`config.mk`:
```
export PLATFORM = sky130hd
export DESIGN_NAME = rgb_patch_rms_distance_top
export DESIGN_NICKNAME = d
export VERILOG_FILES = /design/src/rtl/rgbrms_pkg.sv /design/src/rtl/rgb_patch_rms_distance_top.sv /design/src/rtl/rgbrms_lane.sv /design/src/rtl/rgbrms_div.sv /design/src/rtl/rgbrms_sqrt.sv
export VERILOG_INCLUDE_DIRS = /design/src /design/src/rtl
export SDC_FILE = /design/constraint.sdc
export NUM_CORES = 1
export LEC_CHECK = 0
export BUFFER_PORTS_ARGS = -buffer_cell sky130_fd_sc_hd__clkbuf_2
export CAP_MARGIN = 20
export CORE_ASPECT_RATIO = 0.9
export CORE_MARGIN = 5
export CORE_UTILIZATION = 47
export CTS_CLUSTER_DIAMETER = 200
export DETAILED_ROUTE_END_ITERATION = 6
export GPL_ROUTABILITY_DRIVEN = 0
export HOLD_SLACK_MARGIN = 0.15
export PLACE_DENSITY = 0.7
export SETUP_SLACK_MARGIN = 0.2
export SYNTH_ARGS = -nofsm -noshare
export SYNTH_HDL_FRONTEND = slang
export SYNTH_HIERARCHICAL = 1
export SYNTH_SLANG_ARGS = --single-unit
```
`constraint.sdc`:
```
create_clock -name clk -period 7.62 [get_ports clk]
set_input_delay 0.381 -clock clk [delete_from_list [all_inputs] [get_ports clk]]
set_output_delay 0.381 -clock clk [all_outputs]
set_load 0.1 [all_outputs]
```
`src/rtl/rgb_patch_rms_distance_top_macros.svh`:
```
// assertion macros for the rgb patch rms distance rtl
`ifndef RGB_PATCH_RMS_DISTANCE_TOP_MACROS_SVH
`define RGB_PATCH_RMS_DISTANCE_TOP_MACROS_SVH

// same-cycle implication, disabled while reset is active
`define RGBRMS_ASSERT_NOW(label, clk, rst_n, ante, cons, msg) \
	label: assert property (@(posedge clk) disable iff (!rst_n) (ante) |-> (cons)) \
		else $error(msg);

// next-cycle implication, disabled while reset is active
`define RGBRMS_ASSERT_NEXT(label, clk, rst_n, ante, cons, msg) \
	label: assert property (@(posedge clk) disable iff (!rst_n) (ante) |=> (cons)) \
		else $error(msg);

`endif

```
`src/rtl/rgbrms_pkg.sv`:
```
`timescale 1ns / 1ps

package rgbrms_pkg;

	// patch capacity in pixel pairs
	localparam int unsigned MAX_PIXELS = 4096;

	// channel, per-lane and merge widths
	localparam int unsigned CHAN_W  = 8;
	localparam int unsigned SQ_W    = 2 * CHAN_W;
	localparam int unsigned MERGE_W = SQ_W + 2;

	// largest squared channel difference summed over one patch
	localparam longint unsigned MAX_SQ = 64'(255) * 64'(255);
	localparam longint unsigned MAX_SQ_SUM = 64'(MAX_PIXELS) * 64'(3) * MAX_SQ;
	localparam int unsigned SUM_W = $clog2(MAX_SQ_SUM + 64'(1));

	// width of the pixels_used result
	localparam int unsigned TALLY_W = 13;

	// internal pixel count, wide enough to reach the capacity
	localparam int unsigned COUNT_W = $clog2(MAX_PIXELS + 1);

	// mean = (sum << FRAC_W) / (3 * count)
	localparam int unsigned FRAC_W = 16;
	localparam int unsigned NUM_W  = SUM_W + FRAC_W;
	localparam int unsigned DEN_W  = $clog2(3 * MAX_PIXELS + 1);
	localparam int unsigned QUOT_W = 32;
	localparam int unsigned ROOT_W = QUOT_W / 2;
	localparam int unsigned RMS_W  = 16;

	// sequencer for the per-patch finish
	typedef enum logic [1:0] {
		ST_ACCUM,
		ST_DIV,
		ST_SQRT,
		ST_PUSH
	} state_t;

endpackage

```
`src/rtl/rgb_patch_rms_distance_top.sv`:
```
`timescale 1ns / 1ps
// RMS channel difference of two RGB8 patches, streamed one pixel pair per request.
// Input channel: in_valid/in_ready with both pixels and last_pixel. The pair marked
// last is part of the patch and closes it. Output channel: out_valid/out_ready with
// rms_distance (floor of 256 times the RMS difference, unsigned Q8.8), pixels_used
// and overflowed (pairs past the 4096-pair capacity were dropped).
// Throughput: one pair per cycle while a patch streams in; three lanes square the
// channel differences and a merge adder folds them into the running sum.
// Finish: after the last pair is accepted, the result passes through the bit-serial
// divider, the digit-serial square root and the output register; in_ready stays low
// from the close of the patch until the result is in the output register, so intake
// pauses once per patch.
// Stall: the result waits in the output register while out_ready is low, and the
// next patch streams in meanwhile; its result waits on that slot, with in_ready low.
// Reset: arst_n clears the sum, count, overflow mark, sequencer and out_valid.
`include "rgb_patch_rms_distance_top_macros.svh"

module rgb_patch_rms_distance_top (
	input  logic                              clk,
	input  logic                              arst_n,
	input  logic                              in_valid,
	output logic                              in_ready,
	input  logic [rgbrms_pkg::CHAN_W-1:0]     first_red,
	input  logic [rgbrms_pkg::CHAN_W-1:0]     first_green,
	input  logic [rgbrms_pkg::CHAN_W-1:0]     first_blue,
	input  logic [rgbrms_pkg::CHAN_W-1:0]     second_red,
	input  logic [rgbrms_pkg::CHAN_W-1:0]     second_green,
	input  logic [rgbrms_pkg::CHAN_W-1:0]     second_blue,
	input  logic                              last_pixel,
	output logic                              out_valid,
	input  logic                              out_ready,
	output logic [rgbrms_pkg::RMS_W-1:0]      rms_distance,
	output logic [rgbrms_pkg::TALLY_W-1:0]    pixels_used,
	output logic                              overflowed
);

	localparam int unsigned SUM_W   = rgbrms_pkg::SUM_W;
	localparam int unsigned TALLY_W = rgbrms_pkg::TALLY_W;
	localparam int unsigned COUNT_W = rgbrms_pkg::COUNT_W;
	localparam int unsigned MERGE_W = rgbrms_pkg::MERGE_W;
	localparam int unsigned DEN_W   = rgbrms_pkg::DEN_W;

	rgbrms_pkg::state_t state_q, state_nxt;

	logic                         accept;
	logic                         room;
	logic                         valid_s1;
	logic                         last_s1;
	logic                         use_s1;
	logic                         close_s1;
	logic [COUNT_W-1:0]           tally_q;
	logic                         flag_q;
	logic [SUM_W-1:0]             sum_q;
	logic [SUM_W-1:0]             sum_nxt;
	logic [MERGE_W-1:0]           merged;
	logic [rgbrms_pkg::SQ_W-1:0]  sq_r_s1;
	logic [rgbrms_pkg::SQ_W-1:0]  sq_g_s1;
	logic [rgbrms_pkg::SQ_W-1:0]  sq_b_s1;
	logic [COUNT_W-1:0]           res_count_q;
	logic                         res_flag_q;
	logic [DEN_W-1:0]             denom;
	logic                         div_done;
	logic [rgbrms_pkg::QUOT_W-1:0] quot;
	logic                         sqrt_start;
	logic                         sqrt_done;
	logic [rgbrms_pkg::ROOT_W-1:0] root;
	logic                         push;
	logic                         slot_free;
	logic                         out_valid_q;
	logic [rgbrms_pkg::RMS_W-1:0] rms_q;
	logic [TALLY_W-1:0]           used_q;
	logic                         ovf_q;

	assign accept    = in_valid && in_ready;
	assign room      = (tally_q != COUNT_W'(rgbrms_pkg::MAX_PIXELS));
	assign close_s1  = valid_s1 && last_s1;
	assign slot_free = !out_valid_q || out_ready;

	// one lane per color channel
	rgbrms_lane u_lane_r (
		.clk    (clk),
		.en     (accept),
		.chan_a (first_red),
		.chan_b (second_red),
		.sq_s1  (sq_r_s1)
	);

	rgbrms_lane u_lane_g (
		.clk    (clk),
		.en     (accept),
		.chan_a (first_green),
		.chan_b (second_green),
		.sq_s1  (sq_g_s1)
	);

	rgbrms_lane u_lane_b (
		.clk    (clk),
		.en     (accept),
		.chan_a (first_blue),
		.chan_b (second_blue),
		.sq_s1  (sq_b_s1)
	);

	// merge the lanes into the running sum
	assign merged  = MERGE_W'(sq_r_s1) + MERGE_W'(sq_g_s1) + MERGE_W'(sq_b_s1);
	assign sum_nxt = sum_q + ((valid_s1 && use_s1) ? SUM_W'(merged) : SUM_W'(0));

	// stage 1 control
	always_ff @(posedge clk or negedge arst_n) begin
		if (!arst_n) begin
			valid_s1 <= 1'b0;
			last_s1  <= 1'b0;
			use_s1   <= 1'b0;
		end else begin
			valid_s1 <= accept;
			if (accept) begin
				last_s1 <= last_pixel;
				use_s1  <= room;
			end
		end
	end

	// count, overflow mark and sum; cleared when a patch closes
	always_ff @(posedge clk or negedge arst_n) begin
		if (!arst_n) begin
			tally_q <= '0;
			flag_q  <= 1'b0;
			sum_q   <= '0;
		end else if (close_s1) begin
			tally_q <= '0;
			flag_q  <= 1'b0;
			sum_q   <= '0;
		end else begin
			sum_q <= sum_nxt;
			if (accept) begin
				if (room) begin
					tally_q <= tally_q + COUNT_W'(1);
				end else begin
					flag_q <= 1'b1;
				end
			end
		end
	end

	// patch totals held for the result
	always_ff @(posedge clk) begin
		if (close_s1) begin
			res_count_q <= tally_q;
			res_flag_q  <= flag_q;
		end
	end

	// divisor 3 * count
	assign denom = DEN_W'(tally_q) + DEN_W'({tally_q, 1'b0});

	rgbrms_div u_div (
		.clk    (clk),
		.arst_n (arst_n),
		.start  (close_s1),
		.numer  ({sum_nxt, rgbrms_pkg::FRAC_W'(0)}),
		.denom  (denom),
		.done   (div_done),
		.quot   (quot)
	);

	rgbrms_sqrt u_sqrt (
		.clk      (clk),
		.arst_n   (arst_n),
		.start    (sqrt_start),
		.radicand (quot),
		.done     (sqrt_done),
		.root     (root)
	);

	// sequencer state
	always_ff @(posedge clk or negedge arst_n) begin
		if (!arst_n) begin
			state_q <= rgbrms_pkg::ST_ACCUM;
		end else begin
			state_q <= state_nxt;
		end
	end

	// next state
	always_comb begin
		state_nxt = state_q;
		unique case (state_q)
			rgbrms_pkg::ST_ACCUM: begin
				if (close_s1) state_nxt = rgbrms_pkg::ST_DIV;
			end
			rgbrms_pkg::ST_DIV: begin
				if (div_done) state_nxt = rgbrms_pkg::ST_SQRT;
			end
			rgbrms_pkg::ST_SQRT: begin
				if (sqrt_done) state_nxt = rgbrms_pkg::ST_PUSH;
			end
			rgbrms_pkg::ST_PUSH: begin
				if (slot_free) state_nxt = rgbrms_pkg::ST_ACCUM;
			end
			default: state_nxt = rgbrms_pkg::ST_ACCUM;
		endcase
	end

	// sequencer outputs
	always_comb begin
		in_ready   = 1'b0;
		sqrt_start = 1'b0;
		push       = 1'b0;
		unique case (state_q)
			rgbrms_pkg::ST_ACCUM: in_ready = !close_s1;
			rgbrms_pkg::ST_DIV:   sqrt_start = div_done;
			rgbrms_pkg::ST_SQRT:  ;
			rgbrms_pkg::ST_PUSH:  push = slot_free;
			default:              ;
		endcase
	end

	// output register
	always_ff @(posedge clk or negedge arst_n) begin
		if (!arst_n) begin
			out_valid_q <= 1'b0;
		end else if (push) begin
			out_valid_q <= 1'b1;
		end else if (out_ready) begin
			out_valid_q <= 1'b0;
		end
	end

	always_ff @(posedge clk) begin
		if (push) begin
			rms_q  <= root;
			used_q <= TALLY_W'(res_count_q);
			ovf_q  <= res_flag_q;
		end
	end

	assign out_valid    = out_valid_q;
	assign rms_distance = rms_q;
	assign pixels_used  = used_q;
	assign overflowed   = ovf_q;

	// checks
	`RGBRMS_ASSERT_NOW(a_tally_cap, clk, arst_n, 1'b1,
		tally_q <= COUNT_W'(rgbrms_pkg::MAX_PIXELS), "pixel count beyond capacity")
	`RGBRMS_ASSERT_NEXT(a_close_clears, clk, arst_n, close_s1,
		tally_q == '0 && sum_q == '0 && !flag_q, "patch state not cleared after close")
	`RGBRMS_ASSERT_NOW(a_push_count, clk, arst_n, state_q == rgbrms_pkg::ST_PUSH,
		res_count_q != '0, "result with empty pixel count")

endmodule

```
`src/rtl/rgbrms_lane.sv`:
```
`timescale 1ns / 1ps

module rgbrms_lane (
	input  logic                             clk,
	input  logic                             en,
	input  logic [rgbrms_pkg::CHAN_W-1:0]    chan_a,
	input  logic [rgbrms_pkg::CHAN_W-1:0]    chan_b,
	output logic [rgbrms_pkg::SQ_W-1:0]      sq_s1
);

	logic [rgbrms_pkg::CHAN_W-1:0] diff;

	// absolute channel difference
	assign diff = (chan_a > chan_b) ? (chan_a - chan_b) : (chan_b - chan_a);

	// registered square
	always_ff @(posedge clk) begin
		if (en) begin
			sq_s1 <= rgbrms_pkg::SQ_W'(diff) * rgbrms_pkg::SQ_W'(diff);
		end
	end

endmodule

```
`src/rtl/rgbrms_div.sv`:
```
`timescale 1ns / 1ps

module rgbrms_div (
	input  logic                             clk,
	input  logic                             arst_n,
	input  logic                             start,
	input  logic [rgbrms_pkg::NUM_W-1:0]     numer,
	input  logic [rgbrms_pkg::DEN_W-1:0]     denom,
	output logic                             done,
	output logic [rgbrms_pkg::QUOT_W-1:0]    quot
);

	localparam int unsigned NUM_W = rgbrms_pkg::NUM_W;
	localparam int unsigned DEN_W = rgbrms_pkg::DEN_W;
	localparam int unsigned CNT_W = $clog2(NUM_W + 1);

	logic [NUM_W-1:0] num_q;
	logic [DEN_W-1:0] rem_q;
	logic [DEN_W-1:0] den_q;
	logic [CNT_W-1:0] cnt_q;
	logic             busy_q;
	logic             done_q;
	logic [DEN_W:0]   trial;
	logic [DEN_W:0]   den_ext;
	logic             ge;

	// one restoring step: bring down the next numerator bit
	assign trial   = {rem_q, num_q[NUM_W-1]};
	assign den_ext = {1'b0, den_q};
	assign ge      = (trial >= den_ext);

	// step counter
	always_ff @(posedge clk or negedge arst_n) begin
		if (!arst_n) begin
			busy_q <= 1'b0;
			cnt_q  <= '0;
			done_q <= 1'b0;
		end else begin
			done_q <= 1'b0;
			if (start) begin
				busy_q <= 1'b1;
				cnt_q  <= CNT_W'(NUM_W);
			end else if (busy_q) begin
				cnt_q <= cnt_q - CNT_W'(1);
				if (cnt_q == CNT_W'(1)) begin
					busy_q <= 1'b0;
					done_q <= 1'b1;
				end
			end
		end
	end

	// quotient bits shift in behind the numerator
	always_ff @(posedge clk) begin
		if (start) begin
			num_q <= numer;
			rem_q <= '0;
			den_q <= denom;
		end else if (busy_q) begin
			num_q <= {num_q[NUM_W-2:0], ge};
			rem_q <= ge ? DEN_W'(trial - den_ext) : trial[DEN_W-1:0];
		end
	end

	assign done = done_q;
	assign quot = num_q[rgbrms_pkg::QUOT_W-1:0];

endmodule

```
`src/rtl/rgbrms_sqrt.sv`:
```
`timescale 1ns / 1ps

module rgbrms_sqrt (
	input  logic                             clk,
	input  logic                             arst_n,
	input  logic                             start,
	input  logic [rgbrms_pkg::QUOT_W-1:0]    radicand,
	output logic                             done,
	output logic [rgbrms_pkg::ROOT_W-1:0]    root
);

	localparam int unsigned IN_W   = rgbrms_pkg::QUOT_W;
	localparam int unsigned ROOT_W = rgbrms_pkg::ROOT_W;
	localparam int unsigned REM_W  = ROOT_W + 1;
	localparam int unsigned CNT_W  = $clog2(ROOT_W + 1);

	logic [IN_W-1:0]    val_q;
	logic [REM_W-1:0]   rem_q;
	logic [ROOT_W-1:0]  root_q;
	logic [CNT_W-1:0]   cnt_q;
	logic               busy_q;
	logic               done_q;
	logic [REM_W+1:0]   rem_sh;
	logic [REM_W+1:0]   trial;
	logic               ge;

	// one digit step: next two radicand bits against 4*root+1
	assign rem_sh = {rem_q, val_q[IN_W-1 -: 2]};
	assign trial  = (REM_W + 2)'({root_q, 2'b01});
	assign ge     = (rem_sh >= trial);

	// step counter
	always_ff @(posedge clk or negedge arst_n) begin
		if (!arst_n) begin
			busy_q <= 1'b0;
			cnt_q  <= '0;
			done_q <= 1'b0;
		end else begin
			done_q <= 1'b0;
			if (start) begin
				busy_q <= 1'b1;
				cnt_q  <= CNT_W'(ROOT_W);
			end else if (busy_q) begin
				cnt_q <= cnt_q - CNT_W'(1);
				if (cnt_q == CNT_W'(1)) begin
					busy_q <= 1'b0;
					done_q <= 1'b1;
				end
			end
		end
	end

	// remainder and root update
	always_ff @(posedge clk) begin
		if (start) begin
			val_q  <= radicand;
			rem_q  <= '0;
			root_q <= '0;
		end else if (busy_q) begin
			val_q  <= {val_q[IN_W-3:0], 2'b00};
			rem_q  <= ge ? REM_W'(rem_sh - trial) : REM_W'(rem_sh);
			root_q <= {root_q[ROOT_W-2:0], ge};
		end
	end

	assign done = done_q;
	assign root = root_q;

endmodule

```
==> impl_metrics.toml, run 1 <==
[detailed_routing]
drtIter0Drc = 924
wl_um = 44800
drt_drc_violations_left = 0
vias = 16067
firstDrtPassIters = 5
viasPerCell = 5.40
wl_per_cell_um = 15.1
antenna_left = 0

[critical_path]
cpMostUsedCell = "fa_1"
end_kind = "flop"
worst_path_largest_cell_delay_ns = 0.56
path_class = "in2reg"
crit_buf_inv = 4
crit_arrival_ns = 6.57
crit_path_max_fanout = 10
cp_data_required_time_ns = 7.94
cp_cell_sequence = "clkbuf_2 > inv_1 > ha_1 > fa_1 > nand3b_1 > a21oi_1 > o32a_1 > mux2i_1 > xor2_1 > nor2_1 > fa_1 > inv_1 > fa_1 > fa_1 > fa_1 > inv_1 > ha_1 > a21oi_1 > a21bo_2 > a41o_1 > o41a_1 > xor2_1"
cp-start-kind = "primary input"
slowest_stage = "o32a_1"
critPathTopFamily = "adder cells"

[die]
die_h_um = 222
core.rowCount = 77
core_um2 = 49100
num_io_pins = 85
initial_utilization_pct = 47.5
dieArea_um2 = 54300
die_w_um = 245

[timing]
drv_slew = 0
worstMarginPinSlew_ns = 0.900
hold_viol = 0
setup_viol = 0
clock.fmax_mhz = 160
period_share_pct = 82.1
post-route-min-period_ns = 6.26
setup_tns_ns = 0
rsz0062_at_grt = "no"
skew_ns = 0.0116
relSlewSlack_pct = 40.0

[final_layout]
antenna_cells = 0
fin_nets = 2701
drive_above_1_share_pct = 13.5
utilization_pct = 51.0
stdcell_count = 2978
fill_cells = 4348
syn2layout_area_growth_pct = 7.31

[placed_design]
placed_cells = 2918
port_buffers = 84
dp_hpwl_um = 33900

[logic_synthesis]
synth_most_common_cell = "inv_1"
synth_flop_cell = "edfxtp_1"
ys_ff_latch = 293
syn_inst = 2278
synthDistinctLibCells = 110
synth_edf_count = 181
async_reset_ff_share_pct = 22.2
yosysSeqAreaShare_pct = 34.3
yosysTopAreaCell = "edfxtp_1"
ys_warn_count = 6
syn_avg_cell_area_um2 = 10.3
syn_area_um2 = 23400
netlist.area_leader.share_pct = 23.3
ys_top_cells_by_count = "inv_1, ha_1, nor2_1"
synth.area.top_cells = "edfxtp_1, ha_1, fa_1"

[clocking]
clkTransAtPathRegs_ns = 0.07
h-tree-depth = 1
cts_resized = 0
tritoncts = "yes"
clk_latency_ns = 0.56
cts_buffers = 31
cts_setup_buffers = 0
clk_path_buf_depth = 3
cts.sinks = 293
clock-root-buffer = "clkbuf_16"

[grt]
grt_pass1_vias = 16234
grtUsageTotal_pct = 16.2
grt_max_degree = 80
antenna_found_initial = 0
grt_overflow = 0
grt_pass1_wl_um = 76900

[job]
max_cap_viol_count = 0

[outcome]
status = "finished, final reports clean"

[min_path]
hold_path.class = "in2reg"
-- layout make-up --
type,count,area [um^2],share of cell area (%)
Timing Repair Buffer,97,526,2.10
Inverter,257,967,3.86
Multi-Input combinational cell,1642,13800,55.2
Clock buffer,45,890,3.55
Sequential cell,293,8000,31.9
Tap cell,632,791,3.15
Clock inverter,12,65.1,0.260
-- worst register-to-register path, delay by kind of cell, from the launching register on --
kind,cells,cell delay (ns)
AOI/OAI and AO/OA,5,1.19
xor gates and xnor gates,1,0.13
adders and majority gates,3,1.34
DFF,1,0.45
muxes,2,0.42
and+or+nand+nor,5,0.99
-- final timing paths --
kind / startpoint / end / slack [ns] / cells after the start
max: first_blue[0] / u_lane_b/sq_s1[14] / 1.36 / 22
min: in_valid / tally_q[0] / 0.38 / 5
max reg2reg: u_lane_r/sq_s1[10] / u_div/num_q[40] / 2.85 / 16
min reg2reg: res_count_q[4] / pixels_used[4] / 0.42 / 0
max in group asynchronous: arst_n / u_sqrt/busy_q / 6.42 / 3
min in group asynchronous: arst_n / tally_q[11] / 0.58 / 3
-- state kept, by name, indices dropped and copies added (netlist names), 16 cells and up --
signal / count
u_div/num_q: 46
u_sqrt/val_q: 32
sum_q: 30
u_sqrt/rem_q: 17
rms_distance: 16
u_sqrt/root: 16
-- layer usage --
layer	vias to the layer above	track usage (%)	share of wire, %
met1	7783	21.7	46
met2	267	29.0	50
met3	53	1.65	3.4
met4	0	2.77	1.4
met5	-	0	0
li1	7964	-	-
-- cells by family after synthesis --
logic type               Yosys count  share of synthesized area (%)
XOR/XNOR                         155                           6.10
buffers and inverters            358                           6.83
flip-flops                       293                           34.3
other                              4                         0.0643
AO/OA/AOI/OAI                    395                           12.2
adder cells (fa/ha/maj)          326                           20.5
AND/OR/NAND/NOR                  597                           13.0
multiplexers                     150                           6.97
-- placed cells by master, fill, tap and decap left out, types with 37 or more instances in the layout --
| master | instances |
|---|---|
| clkbuf_2 | 83 |
| a21o_1 | 37 |
| inv_1 | 253 |
| mux2_2 | 81 |
| nand2_1 | 116 |
| o21ai_0 | 40 |
| dfrtp_1 | 64 |
| a21oi_1 | 110 |
| xnor2_1 | 101 |
| dfxtp_1 | 47 |
| nor2_1 | 208 |
| edfxtp_1 | 181 |
| mux2i_1 | 65 |
| fa_1 | 95 |
| xor2_1 | 45 |
| ha_1 | 231 |
-- through the flow --
stage                     hold slack (ns)  setup WS, ns  cell area [um^2]
after floorplan                    0.0854          1.46             23400
after global placement              0.405         0.949             24100
after detailed placement            0.405         0.758             24100
after CTS                           0.363          1.37             25100
after global routing                0.398          1.04             25100
final                               0.377          1.36             25100
-- repair_timing --
action,in CTS,in global routing
hold endpoints to repair,67,0
hold buffers,3,0
endpoints found under the setup margin,0,0
Power of run 1 is left out: the tool's default activity adds up to more than one toggle a clock period on the data nets, which glitch-free logic cannot reach.
==> run 2, diff against run 1 <==
==> constraint.sdc (replaced) <==
create_clock -name clk -period 5.9 [get_ports clk]
set_input_delay 0.295 -clock clk [delete_from_list [all_inputs] [get_ports clk]]
set_output_delay 0.295 -clock clk [all_outputs]
set_load 0.1 [all_outputs]
==> impl_metrics.toml, run 2 (same netlist as run 1, synthesis figures left out) <==
[detailed_routing]
wl_um = 47700
viasPerCell = 5.38
vias = 16791
antenna_left = 0
firstDrtPassIters = 5
drt_drc_violations_left = 0
wl_per_cell_um = 15.3
drtIter0Drc = 817

[grt]
use_met1_pct = 23.1
grt_overflow = 0
grt_util_met2_pct = 30.7
grt_pass1_vias = 17226
antenna_found_initial = 0
grt_util_met3_pct = 2.47
grt_pass1_wl_um = 81900
grt_max_degree = 70
grtUsageTotal_pct = 17.5
grt.busiest_layer = "met2"

[critical_path]
cp-start-kind = "primary input"
cp_data_required_time_ns = 6.21
path_class = "in2reg"
crit_arrival_ns = 5.83
crit_path_max_fanout = 3
end_kind = "flop"

[timing]
whs_ns = 0.327
worstMarginPinSlew_ns = 0.908
post-route-min-period_ns = 5.52
relSlewSlack_pct = 39.5
skew_ns = 0.0373
period_share_pct = 93.6
hold_viol = 0
clock.fmax_mhz = 181
rsz0062_at_grt = "yes"
setup_viol = 0
drv_slew = 0

[final_layout]
largest_reg_flops = 46
fin_nets = 2843
regMostFlops = "u_div/num_q"
mostFrequentLayoutCells = "inv_1, ha_1, nor2_1, edfxtp_1, buf_4"
reg_top3 = "u_div/num_q (46), u_sqrt/val_q (32), sum_q (30)"
drive_above_1_share_pct = 21.3
syn2layout_area_growth_pct = 14.4
final_common_cell = "inv_1"
antenna_cells = 0

[job]
max_cap_viol_count = 0

[die]
initial_utilization_pct = 47.5
num_io_pins = 85
core.rowCount = 77
dieArea_um2 = 54300
core_um2 = 49100
die_w_um = 245
die_h_um = 222

[clocking]
clk_path_buf_depth = 3
h-tree-depth = 2
cts_buffers = 35
cts.sinks = 293
tritoncts = "yes"
clkTransAtPathRegs_ns = 0.06
clk_latency_ns = 0.55
clock-root-buffer = "clkbuf_16"

[placed_design]
port_buffers = 84
dp_hpwl_um = 35900

[min_path]
hold_path.class = "in2reg"

[outcome]
status = "finished, final reports clean"
==> run 2: cell types whose count changed in the layout (fill, tap and decap cells not counted), sizes merged <==
cell,previous run,this run
buf,11,149
clkinvlp,0,3
clkbuf,128,130
inv,255,257
bufinv,0,1
clkinv,14,13
==> run 2: path summary, 6_finish.rpt <==
| path | start | to | slack [ns] | cells after the start |
|---|---|---|---|---|
| worst max-delay path | second_green[0] | u_lane_g/sq_s1[13] | 0.38 | 22 |
| worst min-delay path | in_valid | tally_q[0] | 0.33 | 5 |
| worst max register to register | u_lane_r/sq_s1[10] | u_div/num_q[40] | 1.13 | 16 |
| worst min register to register | res_count_q[9] | pixels_used[9] | 0.42 | 0 |
| max in group asynchronous | arst_n | u_sqrt/busy_q | 4.77 | 3 |
| min in group asynchronous | arst_n | tally_q[12] | 0.50 | 3 |
==> run 2: final cells by class <==
cell class | instances | area [um^2]
Clock buffer | 47 | 973
Clock inverter | 17 | 141
Fill cell | 4166 | 22400
Inverter | 257 | 967
Multi-Input combinational cell | 1642 | 14300
Sequential cell | 293 | 8000
Tap cell | 632 | 791
Timing Repair Buffer | 235 | 1570
==> run 2: critical path, stage by stage <==
cell and delay (ns):
clkbuf_2 0.10, inv_1 0.05, ha_1 0.15, inv_1 0.05
fa_1 0.39, a21o_1 0.21, a221o_2 0.35, a21oi_1 0.21
o21ai_1 0.15, xnor2_2 0.23, nor2_1 0.11, fa_1 0.52
inv_1 0.06, fa_1 0.57, fa_1 0.45, fa_1 0.54
inv_1 0.04, ha_2 0.17, or3_1 0.33, o211ai_1 0.23
or4b_4 0.49, o311ai_1 0.12
==> run 2: metal layers <==
metal,part of all wire (%),up-vias
met2,49,332
met1,45,8131
li1,-,8255
met4,1.8,0
met3,3.8,73
met5,0,-
==> run 2: what timing repair did <==
| item | in CTS | in global routing |
|---|---|---|
| hold buffers | 3 | 0 |
| buffers inserted | 0 | 3 |
| hold endpoints to repair | 67 | 0 |
| setup endpoints to repair | 0 | 6 |
| gates resized for setup | 0 | 30 |
==> run 2: per-stage QoR <==
stage	setup TNS (ns)	std cells	setup slack, ns	instance area (um^2)	utilization [%]
after floorplan	0	2293	0.178	23700	-
after detailed placement	-0.769	3053	-0.235	25400	51.7
after global placement	-0.0587	3053	-0.0431	25400	51.7
after global routing	0	3123	0.180	26700	54.4
after CTS	0	3120	0.304	26600	54.1
final	0	3123	0.379	26700	54.4
Power of run 2 is left out for the same reason.
==> run 3, diff against run 2 <==
--- a/config.mk
+++ b/config.mk
@@ -6,16 +6,17 @@
 export SDC_FILE = /design/constraint.sdc
 export NUM_CORES = 1
 export LEC_CHECK = 0
-export BUFFER_PORTS_ARGS = -buffer_cell sky130_fd_sc_hd__clkbuf_2
+export ABC_AREA = 1
 export CAP_MARGIN = 20
 export CORE_ASPECT_RATIO = 0.9
 export CORE_MARGIN = 5
 export CORE_UTILIZATION = 47
 export CTS_CLUSTER_DIAMETER = 200
 export DETAILED_ROUTE_END_ITERATION = 6
+export DONT_BUFFER_PORTS = 1
 export GPL_ROUTABILITY_DRIVEN = 0
 export HOLD_SLACK_MARGIN = 0.15
-export PLACE_DENSITY = 0.7
+export PLACE_DENSITY = 0.69
 export SETUP_SLACK_MARGIN = 0.2
 export SYNTH_ARGS = -nofsm -noshare
 export SYNTH_HDL_FRONTEND = slang
==> impl_metrics.toml, run 3 <==
[outcome]
status = "finished, final reports clean"

[grt]
grtUsageTotal_pct = 17.8
grt_pass1_wl_um = 87600
antenna_found_initial = 0
grt_max_degree = 66
grt_overflow = 0
grt_pass1_vias = 18480

[timing]
rsz0062_at_grt = "no"
clock.fmax_mhz = 197
relSlewSlack_pct = 29.2
setup_viol = 0
worstMarginPinSlew_ns = 1.06
period_share_pct = 86.2
skew_ns = 0.0336
setup_tns_ns = 0
post-route-min-period_ns = 5.09
hold_viol = 0
fin_ws_ns = 0.812
drv_slew = 0

[placed_design]
port_buffers = 0
place_ws_ns = 0.290
dp_hpwl_um = 39200

[die]
die_h_um = 228
num_io_pins = 85
core.rowCount = 79
dieArea_um2 = 57400
initial_utilization_pct = 47.7
die_w_um = 252
core_um2 = 51900

[clocking]
h-tree-depth = 2
clkTransAtPathRegs_ns = 0.06
clk_path_buf_depth = 3
cts.sinks = 293
cts_buffers = 34
cts_resized = 0
tritoncts = "yes"
clk_latency_ns = 0.54
clock-root-buffer = "clkbuf_16"

[final_layout]
fill_cells = 5013
final_common_cell = "nand2_1"
drive_above_1_share_pct = 8.71
fin_nets = 3477
regMostFlops = "u_div/num_q"
mostFrequentLayoutCells = "nand2_1, inv_1, ha_1, nor2_1, edfxtp_1"
syn2layout_area_growth_pct = 6.60
antenna_cells = 0
reg_top3 = "u_div/num_q (46), u_sqrt/val_q (32), sum_q (30)"
largest_reg_flops = 46

[detailed_routing]
antenna_left = 0
wl_per_cell_um = 13.2
drt_drc_violations_left = 0
firstDrtPassIters = 5
drtIter0Drc = 1117
viasPerCell = 4.92
vias = 18753
wl_um = 50300

[logic_synthesis]
yosysTopAreaCell = "edfxtp_1"
ys_top_cells_by_count = "nand2_1, inv_1, ha_1"
ys_ff_latch = 293
yosysSeqAreaShare_pct = 32.3
synth_flop_cell = "edfxtp_1"
synthDistinctLibCells = 61
syn_avg_cell_area_um2 = 7.95
synth_most_common_cell = "nand2_1"
syn_area_um2 = 24800
async_reset_ff_share_pct = 22.2
syn_inst = 3116
synth_edf_count = 181
netlist.area_leader.share_pct = 21.9
synth.area.top_cells = "edfxtp_1, nand2_1, ha_1"
ys_warn_count = 6

[critical_path]
reg2reg_from = "u_lane_r/sq_s1[9]"
cp-start-kind = "primary input"
crit_path_max_fanout = 8
path_class = "in2reg"
crit_start = "first_blue[0]"
crit_arrival_ns = 5.36
end_kind = "flop"
cp_data_required_time_ns = 6.17

[job]
max_cap_viol_count = 0

[min_path]
hold_path.class = "in2async"
==> run 3: kinds of logic (layout without fill, tap and decap cells) <==
group	after synthesis	count (layout)	synth area share (%)
and+or+nand+nor	1491	1491	27.5
xor gates and xnor gates	115	115	4.16
AOI/OAI and AO/OA	257	257	5.90
DFF	293	293	32.3
buffers and inverters	630	623	10.7
other	4	19	0.0606
adders and majority gates	326	326	19.4
==> run 3: what timing repair did <==
| action | in CTS | in global routing |
|---|---|---|
| hold buffers | 6 | 0 |
| setup buffers | 0 | 0 |
| endpoints found under the hold margin | 70 | 0 |
==> run 3: worst paths after layout <==
kind	to	slack [ns]	cells past startpoint
setup reg to reg	u_div/num_q[43]	1.78	18
min in group clk	u_lane_r/sq_s1[0]	0.40	3
max in group asynchronous	sum_q[5]	5.26	2
setup / recovery	u_lane_b/sq_s1[15]	0.81	26
hold / removal	u_div/done	0.32	2
hold reg to reg	pixels_used[1]	0.42	0
==> run 3: area by class of cell <==
| type | count | area, um^2 | area share (%) |
|---|---|---|---|
| flip-flops and latches | 293 | 8000 | 30.3 |
| multi-input cells | 2208 | 14200 | 53.7 |
| clock buffers | 51 | 986 | 3.73 |
| inverters | 545 | 2080 | 7.87 |
| repair buffers | 16 | 173 | 0.654 |
| clock inverters | 11 | 133 | 0.502 |
| well taps | 688 | 861 | 3.26 |
==> run 3: routing by layer <==
metal | vias to the layer above | global-route usage [%] | share of wire, %
met1 | 8681 | 25.4 | 49
met3 | 60 | 2.37 | 3.9
li1 | 9712 | - | -
met4 | 0 | 3.73 | 1.7
met5 | - | 0 | 0
met2 | 300 | 29.1 | 45
==> run 3: metrics by stage <==
stage | hold slack [ns] | std cells | instance area (um^2) | utilization, %
finish | 0.321 | 3812 | 26400 | 50.9
global route | 0.345 | 3812 | 26400 | 50.9
CTS | 0.307 | 3811 | 26400 | 50.8
detailed placement | 0.00325 | 3743 | 25200 | 48.5
global placement | 0.00278 | 3743 | 25200 | 48.5
floorplan | -0.000591 | 3131 | 24800 | -
==> run 3: worst max-delay path: stages <==
cell and delay, ns:
inv_1 0.02, ha_1 0.21, fa_1 0.40, inv_1 0.11
nand2_2 0.06, nand2_2 0.06, nand2_1 0.06, nand2_2 0.08
nand2_4 0.11, nand2_1 0.08, nand2_1 0.15, inv_1 0.16
nand3_1 0.11, fa_1 0.52, inv_1 0.07, fa_1 0.50
fa_1 0.51, fa_1 0.49, ha_1 0.38, nand2_1 0.11
inv_1 0.06, nand3_1 0.06, o21ai_0 0.29, nand3_1 0.14
o21ai_0 0.21, xor2_1 0.09
Power of run 3 is left out for the same reason.
